==> src/hpx_pkg.sv <==
package hpx_pkg;

  localparam int NSIDE_W   = 14;
  localparam int MAX_NSIDE = 8192;
  localparam int PIX_W     = 30;
  localparam int RING_W    = 15;
  localparam int RPOS_W    = 16;
  localparam int OPOS_W    = 15;
  localparam int LEN_W     = 16;
  localparam int CFG_IDX_W = 2;
  localparam int STEPS     = 15;
  localparam int BACK_N    = 6;

  localparam logic CMD_PIX2RING = 1'b0;
  localparam logic CMD_RING2PIX = 1'b1;

  localparam logic [CFG_IDX_W-1:0] CFG_NSIDE   = 2'd0;
  localparam logic [CFG_IDX_W-1:0] CFG_SHIFTED = 2'd1;

  typedef enum logic [1:0] {
    REG_CAP,
    REG_EQ,
    REG_SOUTH
  } region_t;

  typedef struct packed {
    logic [NSIDE_W-1:0] nside;
    logic [LEN_W-1:0]   nring;
    logic [PIX_W-1:0]   npix;
    logic [PIX_W-1:0]   ncap;
    logic [PIX_W-1:0]   eqend;
    logic               shifted;
  } geom_t;

  typedef struct packed {
    logic              vld;
    logic              cmd;
    logic              ok;
    region_t           region;
    logic [PIX_W-1:0]  p;
    logic [RING_W-1:0] ring;
    logic [RPOS_W-1:0] rpos;
    logic [PIX_W-1:0]  sq_x;
    logic [PIX_W-1:0]  sq_res;
    logic [PIX_W-1:0]  dv_rem;
    logic [RING_W-1:0] dv_q;
  } front_t;

  typedef struct packed {
    logic              vld;
    logic              cmd;
    logic              ok;
    logic              south;
    logic              iscap;
    logic [PIX_W-1:0]  p;
    logic [LEN_W-1:0]  r;
    logic [RPOS_W-1:0] rpos;
    logic [RING_W-1:0] ma;
    logic [RING_W-1:0] mb;
    logic [PIX_W-1:0]  prod;
    logic [PIX_W-1:0]  start;
    logic [LEN_W-1:0]  len;
    logic [LEN_W-1:0]  pos;
  } back_t;

  typedef struct packed {
    logic              vld;
    logic              ok;
    logic [PIX_W-1:0]  pixel;
    logic [RING_W-1:0] ring;
    logic [OPOS_W-1:0] rpos;
  } res_t;

endpackage

==> src/healpix_ring_pixel_index.sv <==
// throughput: one word per cycle unless out_stall holds the skid word;
// 15 root/divide stages plus the ring span stages and the output register
// with a one-word skid set the depth
// reset (synchronous, rst_n low): nside 1, shifted 0, pipeline and output empty
module healpix_ring_pixel_index import hpx_pkg::*; (
  input  logic                 clk,
  input  logic                 rst_n,
  input  logic                 cfg_valid,
  output logic                 cfg_ready,
  input  logic [CFG_IDX_W-1:0] cfg_index,
  input  logic [NSIDE_W-1:0]   cfg_data,
  input  logic                 in_valid,
  output logic                 in_stall,
  input  logic                 in_command,
  input  logic [PIX_W-1:0]     in_pixel,
  input  logic [RING_W-1:0]    in_ring,
  input  logic [RPOS_W-1:0]    in_ring_pixel,
  output logic                 out_valid,
  input  logic                 out_stall,
  output logic                 out_valid_res,
  output logic [PIX_W-1:0]     out_pixel,
  output logic [RING_W-1:0]    out_ring,
  output logic [OPOS_W-1:0]    out_ring_pixel
);

  geom_t  geom;
  front_t fo;
  res_t   tail;
  logic   adv;

  hpx_cfg u_cfg (
    .clk(clk), .rst_n(rst_n), .cfg_valid(cfg_valid), .cfg_ready(cfg_ready),
    .cfg_index(cfg_index), .cfg_data(cfg_data), .geom(geom)
  );

  hpx_front u_front (
    .clk(clk), .rst_n(rst_n), .adv(adv), .in_valid(in_valid),
    .in_command(in_command), .in_pixel(in_pixel), .in_ring(in_ring),
    .in_ring_pixel(in_ring_pixel), .geom(geom), .fo(fo)
  );

  hpx_span u_span (
    .clk(clk), .rst_n(rst_n), .adv(adv), .fo(fo), .geom(geom), .tail(tail)
  );

  hpx_out u_out (
    .clk(clk), .rst_n(rst_n), .tail(tail), .out_stall(out_stall), .adv(adv),
    .out_valid(out_valid), .out_valid_res(out_valid_res), .out_pixel(out_pixel),
    .out_ring(out_ring), .out_ring_pixel(out_ring_pixel)
  );

  assign in_stall = !adv;

  a_invalid_zero: assert property (@(posedge clk) disable iff (!rst_n)
    (out_valid && !out_valid_res) |->
      (out_pixel == '0 && out_ring == '0 && out_ring_pixel == '0))
    else $error("invalid word carries nonzero fields");

  a_one_kind: assert property (@(posedge clk) disable iff (!rst_n)
    (out_valid && out_valid_res && out_ring != '0) |-> (out_pixel == '0))
    else $error("word carries both pixel and ring");

  a_skid_cause: assert property (@(posedge clk) disable iff (!rst_n)
    $rose(in_stall) |-> $past(out_valid && out_stall))
    else $error("input stalled without an output stall");

endmodule

==> src/hpx_cfg.sv <==
module hpx_cfg import hpx_pkg::*; (
  input  logic                 clk,
  input  logic                 rst_n,
  input  logic                 cfg_valid,
  output logic                 cfg_ready,
  input  logic [CFG_IDX_W-1:0] cfg_index,
  input  logic [NSIDE_W-1:0]   cfg_data,
  output geom_t                geom
);

  logic [NSIDE_W-1:0] nside_r, nside_nxt;
  logic               shifted_r, shifted_nxt;
  logic [LEN_W-1:0]   nring_r;
  logic [PIX_W-1:0]   npix_r, ncap_r, eqend_r;
  logic [2*NSIDE_W-1:0] sq;
  logic [PIX_W-1:0]   npix_nxt, ncap_nxt;

  assign cfg_ready = 1'b1;

  always_comb begin
    nside_nxt   = nside_r;
    shifted_nxt = shifted_r;
    if (cfg_valid) begin
      unique case (cfg_index)
        CFG_NSIDE: begin
          // saturate oversized grids
          if (cfg_data > NSIDE_W'(MAX_NSIDE)) nside_nxt = NSIDE_W'(MAX_NSIDE);
          else nside_nxt = cfg_data;
        end
        CFG_SHIFTED: shifted_nxt = cfg_data[0];
        default: ;
      endcase
    end
  end

  always_comb begin
    sq       = (2*NSIDE_W)'(nside_r) * (2*NSIDE_W)'(nside_r);
    npix_nxt = (PIX_W'(sq) << 3) + (PIX_W'(sq) << 2);
    ncap_nxt = (PIX_W'(sq) - PIX_W'(nside_r)) << 1;
  end

  always_ff @(posedge clk) begin
    if (!rst_n) begin
      nside_r   <= NSIDE_W'(1);
      shifted_r <= 1'b0;
      nring_r   <= LEN_W'(4);
      npix_r    <= PIX_W'(12);
      ncap_r    <= '0;
      eqend_r   <= PIX_W'(12);
    end else begin
      nside_r   <= nside_nxt;
      shifted_r <= shifted_nxt;
      nring_r   <= LEN_W'(nside_r) << 2;
      npix_r    <= npix_nxt;
      ncap_r    <= ncap_nxt;
      eqend_r   <= npix_nxt - ncap_nxt;
    end
  end

  assign geom = '{nside: nside_r, nring: nring_r, npix: npix_r, ncap: ncap_r,
                  eqend: eqend_r, shifted: shifted_r};

endmodule

==> src/hpx_front.sv <==
module hpx_front import hpx_pkg::*; (
  input  logic              clk,
  input  logic              rst_n,
  input  logic              adv,
  input  logic              in_valid,
  input  logic              in_command,
  input  logic [PIX_W-1:0]  in_pixel,
  input  logic [RING_W-1:0] in_ring,
  input  logic [RPOS_W-1:0] in_ring_pixel,
  input  geom_t             geom,
  output front_t            fo
);

  front_t s0_r;
  front_t st_r [STEPS+1];
  front_t st_nxt [STEPS+1];
  logic [PIX_W-1:0] v;

  always_ff @(posedge clk) begin
    if (!rst_n) begin
      s0_r.vld <= 1'b0;
    end else if (adv) begin
      s0_r.vld    <= in_valid;
      s0_r.cmd    <= in_command;
      s0_r.p      <= in_pixel;
      s0_r.ring   <= in_ring;
      s0_r.rpos   <= in_ring_pixel;
      s0_r.ok     <= 1'b0;
      s0_r.region <= REG_EQ;
      s0_r.sq_x   <= '0;
      s0_r.sq_res <= '0;
      s0_r.dv_rem <= '0;
      s0_r.dv_q   <= '0;
    end
  end

  // region split and set-up of root and divide operands
  always_comb begin
    st_nxt[0]        = s0_r;
    st_nxt[0].ok     = (geom.nside != '0);
    st_nxt[0].region = REG_EQ;
    st_nxt[0].sq_res = '0;
    st_nxt[0].dv_q   = '0;
    st_nxt[0].dv_rem = '0;
    v                = '0;
    if (s0_r.cmd == CMD_PIX2RING) begin
      st_nxt[0].ok = st_nxt[0].ok && (s0_r.p < geom.npix);
      if (s0_r.p < geom.ncap) begin
        st_nxt[0].region = REG_CAP;
        v = s0_r.p;
      end else if (s0_r.p >= geom.eqend) begin
        st_nxt[0].region = REG_SOUTH;
        v = geom.npix - s0_r.p - PIX_W'(1);
      end else begin
        st_nxt[0].dv_rem = s0_r.p - geom.ncap;
      end
    end
    st_nxt[0].sq_x = {v[PIX_W-2:0], 1'b1};
  end

  always_ff @(posedge clk) begin
    if (!rst_n) st_r[0].vld <= 1'b0;
    else if (adv) st_r[0] <= st_nxt[0];
  end

  for (genvar g = 0; g < STEPS; g++) begin : g_step
    localparam int SH = STEPS - 1 - g;
    logic [PIX_W:0] sbit, stry, dsh;
    always_comb begin
      st_nxt[g+1] = st_r[g];
      // one root digit
      sbit = (PIX_W+1)'(1) << (2*SH);
      stry = {1'b0, st_r[g].sq_res} + sbit;
      if ({1'b0, st_r[g].sq_x} >= stry) begin
        st_nxt[g+1].sq_x   = st_r[g].sq_x - PIX_W'(stry);
        st_nxt[g+1].sq_res = (st_r[g].sq_res >> 1) + PIX_W'(sbit);
      end else begin
        st_nxt[g+1].sq_res = st_r[g].sq_res >> 1;
      end
      // one quotient bit
      dsh = (PIX_W+1)'(geom.nring) << SH;
      if ({1'b0, st_r[g].dv_rem} >= dsh) begin
        st_nxt[g+1].dv_rem   = st_r[g].dv_rem - PIX_W'(dsh);
        st_nxt[g+1].dv_q[SH] = 1'b1;
      end
    end
    always_ff @(posedge clk) begin
      if (!rst_n) st_r[g+1].vld <= 1'b0;
      else if (adv) st_r[g+1] <= st_nxt[g+1];
    end
  end

  assign fo = st_r[STEPS];

endmodule

==> src/hpx_span.sv <==
module hpx_span import hpx_pkg::*; (
  input  logic   clk,
  input  logic   rst_n,
  input  logic   adv,
  input  front_t fo,
  input  geom_t  geom,
  output res_t   tail
);

  back_t bk_r [BACK_N];
  back_t bk_nxt [BACK_N];
  res_t  res_r, res_nxt;
  logic [LEN_W-1:0] csq, r, k;
  logic [LEN_W:0]   t;
  logic [PIX_W:0]   psum;
  logic [PIX_W-1:0] rel;

  // ring number, fold to north, pick multiplier operands
  always_comb begin
    csq = LEN_W'((fo.sq_res + PIX_W'(1)) >> 1);
    if (fo.cmd == CMD_RING2PIX) begin
      r = LEN_W'(fo.ring);
    end else begin
      case (fo.region)
        REG_CAP:   r = csq;
        REG_SOUTH: r = geom.nring - csq;
        default:   r = LEN_W'(fo.dv_q) + LEN_W'(geom.nside);
      endcase
    end
    bk_nxt[0]       = '0;
    bk_nxt[0].vld   = fo.vld;
    bk_nxt[0].cmd   = fo.cmd;
    bk_nxt[0].p     = fo.p;
    bk_nxt[0].rpos  = fo.rpos;
    bk_nxt[0].r     = r;
    bk_nxt[0].ok    = fo.ok && (r != '0) && (r < geom.nring);
    bk_nxt[0].south = r > (LEN_W'(geom.nside) << 1);
    k               = bk_nxt[0].south ? geom.nring - r : r;
    bk_nxt[0].iscap = k < LEN_W'(geom.nside);
    if (bk_nxt[0].iscap) begin
      bk_nxt[0].ma  = RING_W'(k);
      bk_nxt[0].mb  = RING_W'(k - LEN_W'(1));
      bk_nxt[0].len = k << 2;
    end else begin
      bk_nxt[0].ma  = RING_W'(k - LEN_W'(geom.nside));
      bk_nxt[0].mb  = RING_W'(geom.nside);
      bk_nxt[0].len = geom.nring;
    end
  end

  always_comb begin
    bk_nxt[1]      = bk_r[0];
    bk_nxt[1].prod = PIX_W'(bk_r[0].ma) * PIX_W'(bk_r[0].mb);
  end

  always_comb begin
    bk_nxt[2] = bk_r[1];
    if (bk_r[1].iscap) bk_nxt[2].start = bk_r[1].prod << 1;
    else bk_nxt[2].start = geom.ncap + (bk_r[1].prod << 2);
  end

  // southern rings mirror the northern ones
  always_comb begin
    bk_nxt[3] = bk_r[2];
    if (bk_r[2].south)
      bk_nxt[3].start = geom.npix - bk_r[2].start - PIX_W'(bk_r[2].len);
  end

  always_comb begin
    bk_nxt[4] = bk_r[3];
    rel       = bk_r[3].p - bk_r[3].start;
    if (bk_r[3].cmd == CMD_PIX2RING) begin
      bk_nxt[4].ok  = bk_r[3].ok && (bk_r[3].p >= bk_r[3].start) &&
                      (rel < PIX_W'(bk_r[3].len));
      bk_nxt[4].pos = LEN_W'(rel);
    end else begin
      bk_nxt[4].ok  = bk_r[3].ok && (bk_r[3].rpos < bk_r[3].len);
      bk_nxt[4].pos = bk_r[3].rpos;
    end
  end

  // half-ring rotation if shifted, sum below twice the length
  always_comb begin
    bk_nxt[5] = bk_r[4];
    t = (LEN_W+1)'(bk_r[4].pos) + (LEN_W+1)'(bk_r[4].len >> 1);
    if (t >= (LEN_W+1)'(bk_r[4].len)) t = t - (LEN_W+1)'(bk_r[4].len);
    if (geom.shifted) bk_nxt[5].pos = LEN_W'(t);
  end

  for (genvar j = 0; j < BACK_N; j++) begin : g_bk
    always_ff @(posedge clk) begin
      if (!rst_n) bk_r[j].vld <= 1'b0;
      else if (adv) bk_r[j] <= bk_nxt[j];
    end
  end

  always_comb begin
    psum        = (PIX_W+1)'(bk_r[5].start) + (PIX_W+1)'(bk_r[5].pos);
    res_nxt     = '0;
    res_nxt.vld = bk_r[5].vld;
    if (bk_r[5].cmd == CMD_RING2PIX) begin
      res_nxt.ok = bk_r[5].ok && (psum < (PIX_W+1)'(geom.npix));
      if (res_nxt.ok) res_nxt.pixel = PIX_W'(psum);
    end else begin
      res_nxt.ok = bk_r[5].ok;
      if (res_nxt.ok) begin
        res_nxt.ring = RING_W'(bk_r[5].r);
        res_nxt.rpos = OPOS_W'(bk_r[5].pos);
      end
    end
  end

  always_ff @(posedge clk) begin
    if (!rst_n) res_r.vld <= 1'b0;
    else if (adv) res_r <= res_nxt;
  end

  assign tail = res_r;

endmodule

==> src/hpx_out.sv <==
module hpx_out import hpx_pkg::*; (
  input  logic              clk,
  input  logic              rst_n,
  input  res_t              tail,
  input  logic              out_stall,
  output logic              adv,
  output logic              out_valid,
  output logic              out_valid_res,
  output logic [PIX_W-1:0]  out_pixel,
  output logic [RING_W-1:0] out_ring,
  output logic [OPOS_W-1:0] out_ring_pixel
);

  res_t out_r, skid_r;
  logic take;

  assign take = out_r.vld && !out_stall;
  // pipeline freezes only while the skid word is held
  assign adv  = !skid_r.vld;

  always_ff @(posedge clk) begin
    if (!rst_n) begin
      out_r.vld  <= 1'b0;
      skid_r.vld <= 1'b0;
    end else if (skid_r.vld) begin
      if (take) begin
        out_r      <= skid_r;
        skid_r.vld <= 1'b0;
      end
    end else if (tail.vld) begin
      if (!out_r.vld || take) out_r <= tail;
      else skid_r <= tail;
    end else if (take) begin
      out_r.vld <= 1'b0;
    end
  end

  assign out_valid      = out_r.vld;
  assign out_valid_res  = out_r.ok;
  assign out_pixel      = out_r.pixel;
  assign out_ring       = out_r.ring;
  assign out_ring_pixel = out_r.rpos;

endmodule

==> config.mk <==
export PLATFORM = sky130hd
export DESIGN_NAME = healpix_ring_pixel_index
export DESIGN_NICKNAME = d
export VERILOG_FILES = /design/src/hpx_pkg.sv /design/src/healpix_ring_pixel_index.sv /design/src/hpx_cfg.sv /design/src/hpx_front.sv /design/src/hpx_span.sv /design/src/hpx_out.sv
export SDC_FILE = /design/constraint.sdc
export NUM_CORES = 2
export LEC_CHECK = 0
export BUFFER_PORTS_ARGS = -buffer_cell sky130_fd_sc_hd__buf_4
export CAP_MARGIN = 20
export CORE_ASPECT_RATIO = 1.4
export CORE_MARGIN = 8
export CORE_UTILIZATION = 55
export CTS_CLUSTER_DIAMETER = 150
export DETAILED_ROUTE_END_ITERATION = 10
export GPL_ROUTABILITY_DRIVEN = 1
export PLACE_DENSITY = 0.74
export SLEW_MARGIN = 15
export SYNTH_ARGS = -nofsm -noshare
export SYNTH_HDL_FRONTEND = slang
export SYNTH_SLANG_ARGS = --single-unit
==> constraint.sdc <==
create_clock -name clk -period 109.1 [get_ports clk]
set_input_delay 27.275 -clock clk [delete_from_list [all_inputs] [get_ports clk]]
set_output_delay 27.275 -clock clk [all_outputs]
set_load 0.01 [all_outputs]
==> Word level (Yosys, flattened, before mapping) <==
Memories as Yosys holds them, arrays and structs flattened.
Cells that the tools add are included.
{ "totals": {"wordCells": 325, "ramBits": 3870, "inputBits": 83, "out_inout_bits": 64, "memories": 2, "reg_bits": 370} }
{ "classes": {"n_mul": 2, "reduce_logical": 26, "addsub": 79, "mux": 117, "magnitude_cmp": 42, "n_eq_ne": 4, "bitwise_logic": 25} }
{ "mem_list": {"columns": ["memory", "words", "width", "read_ports", "rd_ports_with_merged_regs", "write_ports", "line_no", "text"], "rows": [
  ["u_front.st_r", 16, 171, 16, 0, 16, "hpx_front.sv:15", "front_t st_r [STEPS+1];"],
  ["u_span.bk_r", 6, 189, 6, 0, 6, "hpx_span.sv:10", "back_t bk_r [BACK_N];"]
]} }
{ "ops": {"columns": ["operator", "n"], "rows": [
  ["$mux 30", 50],
  ["$sub 30x30->30", 20],
  ["$ge 30x31->1", 15],
  ["$mux 62", 5],
  ["$mux 16", 6],
  ["$ge 30x30->1", 3],
  ["$mux 29", 3],
  ["$mux 61", 1],
  ["$add 30x30->30", 2],
  ["$lt 30x30->1", 2],
  ["$sub 30x16->30", 2],
  ["$sub 16x16->16", 3],
  ["$mux 1", 46],
  ["$lt 16x16->1", 2],
  ["$pmux 16 s2", 1],
  ["$add 30x1->31 const B", 1],
  ["$add 30x11->31 const B", 1],
  ["$add 30x13->31 const B", 1],
  ["$add 30x15->31 const B", 1],
  ["$add 30x16->31", 1],
  ["$add 30x17->31 const B", 1],
  ["$add 30x19->31 const B", 1],
  ["$add 30x21->31 const B", 1],
  ["$add 30x23->31 const B", 1],
  ["other kinds (86)", 125]
]} }

==> Depth between registers and ports, before layout <==
An unclocked memory read counts as a cell.
{ "logic_depth": {"depth_word": 9, "mapped_depth": 43, "ltp_nobuf": 41} }

==> By module <==
A second synthesis with hierarchy kept.
{ "hier_totals": {"hier_cells": 12222, "hier_area_um2": 158971.2} }
{ "modules_own_cells": {"columns": ["module", "cells_each", "instances", "seq_area_each_um2", "area_each_um2"], "rows": [
  ["hpx_front", 6987, 1, 69166.3, 100171.1],
  ["hpx_span", 3596, 1, 19498.7, 41786.3],
  ["hpx_cfg", 1435, 1, 2202.1, 12482.0],
  ["hpx_out", 203, 1, 3703.6, 4528.1],
  ["healpix_ring_pixel_index", 1, 1, 0.0, 3.8]
]} }

==> Least setup slack after synthesis <==
No wires, ideal clock.
{ "synth_timing": {"path_kind": "input port to flip-flop", "start": "input port rst_n", "end": "memory u_front.st_r[0][170] in the netlist's numbering (data pin)", "arrival_time_ps": 108888, "slack_ps": -293, "path_buffers": 1, "required_time_ps": 108596, "setup_ps": 504, "stages": 4, "cell_sequence": "clkinv_1 > nor2_1 > clkbuf_1 > and2_1"} }
{ "synth_lines": {"columns": ["item", "line_no", "text"], "rows": [
  ["from (decl)", "healpix_ring_pixel_index.sv:7", "input logic rst_n,"],
  ["to (decl)", "hpx_front.sv:15", null]
]} }

==> Final worst setup path <==
{ "layout_timing": {"start": "input port rst_n", "end": "register u_front.s0_r[153] in the netlist's numbering, enable pin"} }
{ "layout_between": {"elab_chain_cells": 1} }
{ "layout_lines": {"columns": ["item", "line_no", "text"], "rows": [
  ["$reduce_and 2->1 (no line)", null, null],
  ["to (decl)", "hpx_front.sv:14", "front_t s0_r;"]
]} }
Every way passes these cells.
A chain may end at the register's enable or synchronous reset.

==> results.md <==
* Status: complete, no violations
* Static Leakage at 64.5 nW
* YS warnings at 0
* Critical Path Source: rst_n
* Synth Net Count at between 10000 and 15000
* CTS tree: done
* Die width at roughly 460 um
* Post-Synthesis Cell Area at between 0.1 and 0.15 mm2
* Worst vdd ir at slightly above 0.06 mV
* Die height at about 630 um
* Arrival time worst endpoint at about 34 ns
* Port Buffers at 145
* Tot Pwr at about 0.004 W
* Drt first pass iters at 6
* Initial antenna violation count at 7
* Routed wire length at about 340 mm
* DRT antenna net count at 0
* End of the critical path: u_front.s0_r[153]$_DFFE_PP_
* Worst Tran Pin Value at 1.22 ns
* Initial drt markers at between 6000 and 7000
* Final setup viols at 0
* Most frequent cells after synthesis: 2998 x edfxtp_1, 1043 x inv_1, 963 x ha_1
* Relative slew slack at a little under a fifth
* Highest net fanout along the worst path at 186
* Final Skew at 0.0769 ns
* Hold/Removal Path Class: register to register
* Netlist cell types at a little under 100
* DRC viols at 0
* Pins Over Slew Limit at 0
* Cell Pwr Density at around 24 mW/mm2
* Setup CP Type: input port to register
* Async SR Flop Fraction at 0%
* Hold_buf cts at 0
* Avg Vias per Cell at approximately 5.7
* Synth-to-Final Area Change at 10.6%
* Reg2Reg Depth at 37
* Skew-Pair Late Insertion Delay at roughly 0.88 ns
* Final worst path period need at approximately 33 ns
* WP data required at between 100 and 150 ns
* Final hold violation count at 0
* Number of global-route vias before repair at approximately 88000
* Leading area contributor after synthesis: edfxtp_1
* I/O pins at around 150
* Setup Buffers After CTS at 0
* Final HPWL DP at 247 mm
* Maximum clock path buffer count at 4
* Final period utilization at 30.3%
* Vias post-DR at 87200
* Syn_area_per_cell at approximately 13 um2
* WL per Instance at about 22 um
* Global-route wire length before repair at between 500 and 600 mm
* Seq/Total Area, Yosys at 62.2%
* Initial Util at around 55%
* Maxcap violations at 0
* Count of clock tree sinks at slightly above 3000
* Die Area at 0.287 mm2
* H-tree Lvls at 5
* Flop and latch count out of synthesis at between 3000 and 4000
* Global placement routability congestion at approximately 0.96
* Worst setup SP type: input port
* Most frequent cell after synthesis: edfxtp_1
* Top cell type's share of synthesized area at about 60%
* Synth area leaders: edfxtp_1 61%, ha_1 8.1%, fa_1 4.3%
* Unrepaired setup endpoints after global routing: no
* CTS clk-pin slew, worst paths at 0.07 ns
* Final nets at around 13000
* Ratio of cells with drive above 1 in the final layout at ~8%
* R2R Setup Slk at 98.08 ns
* Reg2reg start: u_cfg.nside_r[0]$_SDFFE_PN1P_
* Post-synth EDFFs at roughly 3000
* Total CTS buffers at around 300
* Reg2reg end: u_span.bk_r[0][29]$_DFFE_PP_
* Gr usage total at 23.0%
* GR Overflow Total at 0
* Main synth FF type: edfxtp_1
* Mapped Cells at 11100
* Hold Worst Slack at 0.363 ns
* CP endpoint kind: register
* Core footprint at approximately 0.27 mm2
* Clk root buf: clkbuf_16
* Max Freq at just over 0.03 GHz
* Row cnt at ~230
* Resized cells post-CTS at 0
* Setup TNS at 0 ns
* Largest net degree at the start of global routing at around 210
-- sequential cells by signal (all words and copies together), names as in the netlist --
signal,cells
u_span.bk_r,574
u_cfg.ncap_r,27
u_out.out_ring,15
u_out.skid_r,62
u_out.out_valid_res,1
u_out.out_ring_pixel,15
u_front.st_r,2181
u_cfg.nside_r,14
u_cfg.nring_r,14
u_cfg.eqend_r,28
u_cfg.shifted_r,1
u_span.tail,62
u_out.out_pixel,30
u_front.s0_r,63
u_out.out_valid,1
u_cfg.npix_r,26
-- cells in the final DEF (no fill, tap or decap), drive strengths merged, types with 79 or more instances in the layout --
cell,synthesis,layout
edfxtp,2998,2998
dfxtp,116,116
nor3,162,162
a21boi,123,123
o31ai,79,79
inv,1044,1057
buf,24,278
nand3,140,140
o21ai,523,523
o21a,116,116
nor2b,121,121
clkbuf,183,370
and2,206,206
xnor2,417,417
xor2,225,225
a21o,220,220
nor2,655,655
nand2b,134,134
nand2,789,789
clkinv,10,105
fa,320,320
nor4,82,82
ha,963,963
nand4,80,80
mux2,146,146
a21oi,523,523
-- routing by layer --
layer	vias up	GRT usage (%)	wire, um
li1	40800	-	-
met1	42900	26.9	127000
met5	-	0	13
met4	2	11.8	20900
met2	2620	41.2	173000
met3	901	3.26	17900
-- logic make-up (layout without fill, tap and decap cells) --
family                     count (synthesis)  count (layout)  share of synthesized area (%)
AOI/OAI and AO/OA                       1929            1929                           8.19
DFF                                     3114            3114                           62.2
other                                      2               8                        0.00506
adders and majority gates               1284            1284                           12.4
muxes                                    205             205                           1.51
buffers and inverters                   1261            1866                           3.21
and+or+nand+nor                         2637            2637                           8.64
xor gates and xnor gates                 643             643                           3.81
-- area by class of cell --
cell class,instances,area (um2)
fillers,19800,104000
flip-flops and latches,3114,92400
multi-input cells,6700,51500
clock buffers,370,7860
well taps,3518,4400
inverters,1054,3960
repair buffers,278,2290
clock inverters,164,1790
diodes,6,15.0
-- where the power goes --
part / switching [W] / internal (W)
registers: 0.000104 / 0.00152
clock network: 0.000442 / 0.000588
logic: 0.000775 / 0.000575
-- worst min-delay path by stage --
| stage | from | to | cells past startpoint |
|---|---|---|---|
| detailed placement | u_front.st_r[0][848]$_DFFE_PP_ | u_front.st_r[0][1019]$_DFFE_PP_ | 0 |
| global route | u_front.st_r[0][335]$_DFFE_PP_ | u_front.st_r[0][506]$_DFFE_PP_ | 0 |
| CTS | u_front.st_r[0][150]$_DFFE_PP_ | u_front.st_r[0][321]$_DFFE_PP_ | 0 |
| global placement | u_front.st_r[1][973]$_DFFE_PP_ | u_front.st_r[1][1144]$_DFFE_PP_ | 0 |
| floorplan | u_front.st_r[0][829]$_DFFE_PP_ | u_front.st_r[0][1000]$_DFFE_PP_ | 0 |
| finish | u_front.st_r[0][150]$_DFFE_PP_ | u_front.st_r[0][321]$_DFFE_PP_ | 0 |
-- worst max-delay path, stage by stage --
cell      delay [ns]
buf_4           0.24
clkinv_2        0.30
nor2_4          0.86
buf_12          0.69
buf_4           0.77
buf_4           0.55
buf_4           0.85
buf_4           0.85
buf_4           0.44
buf_16          0.34
-- through the flow --
stage	area (um2)	setup slack (ns)	utilization (%)	std cells
2_1_floorplan	148000	43.47	-	11100
3_3_place_gp	154000	75.17	57.5	14700
3_5_place_dp	154000	74.88	57.5	14700
4_1_cts	164000	75.71	61.1	15200
5_1_grt	164000	75.54	61.2	15200
6_report	164000	76.00	61.2	15200
Power figures use the tool's default switching activity.
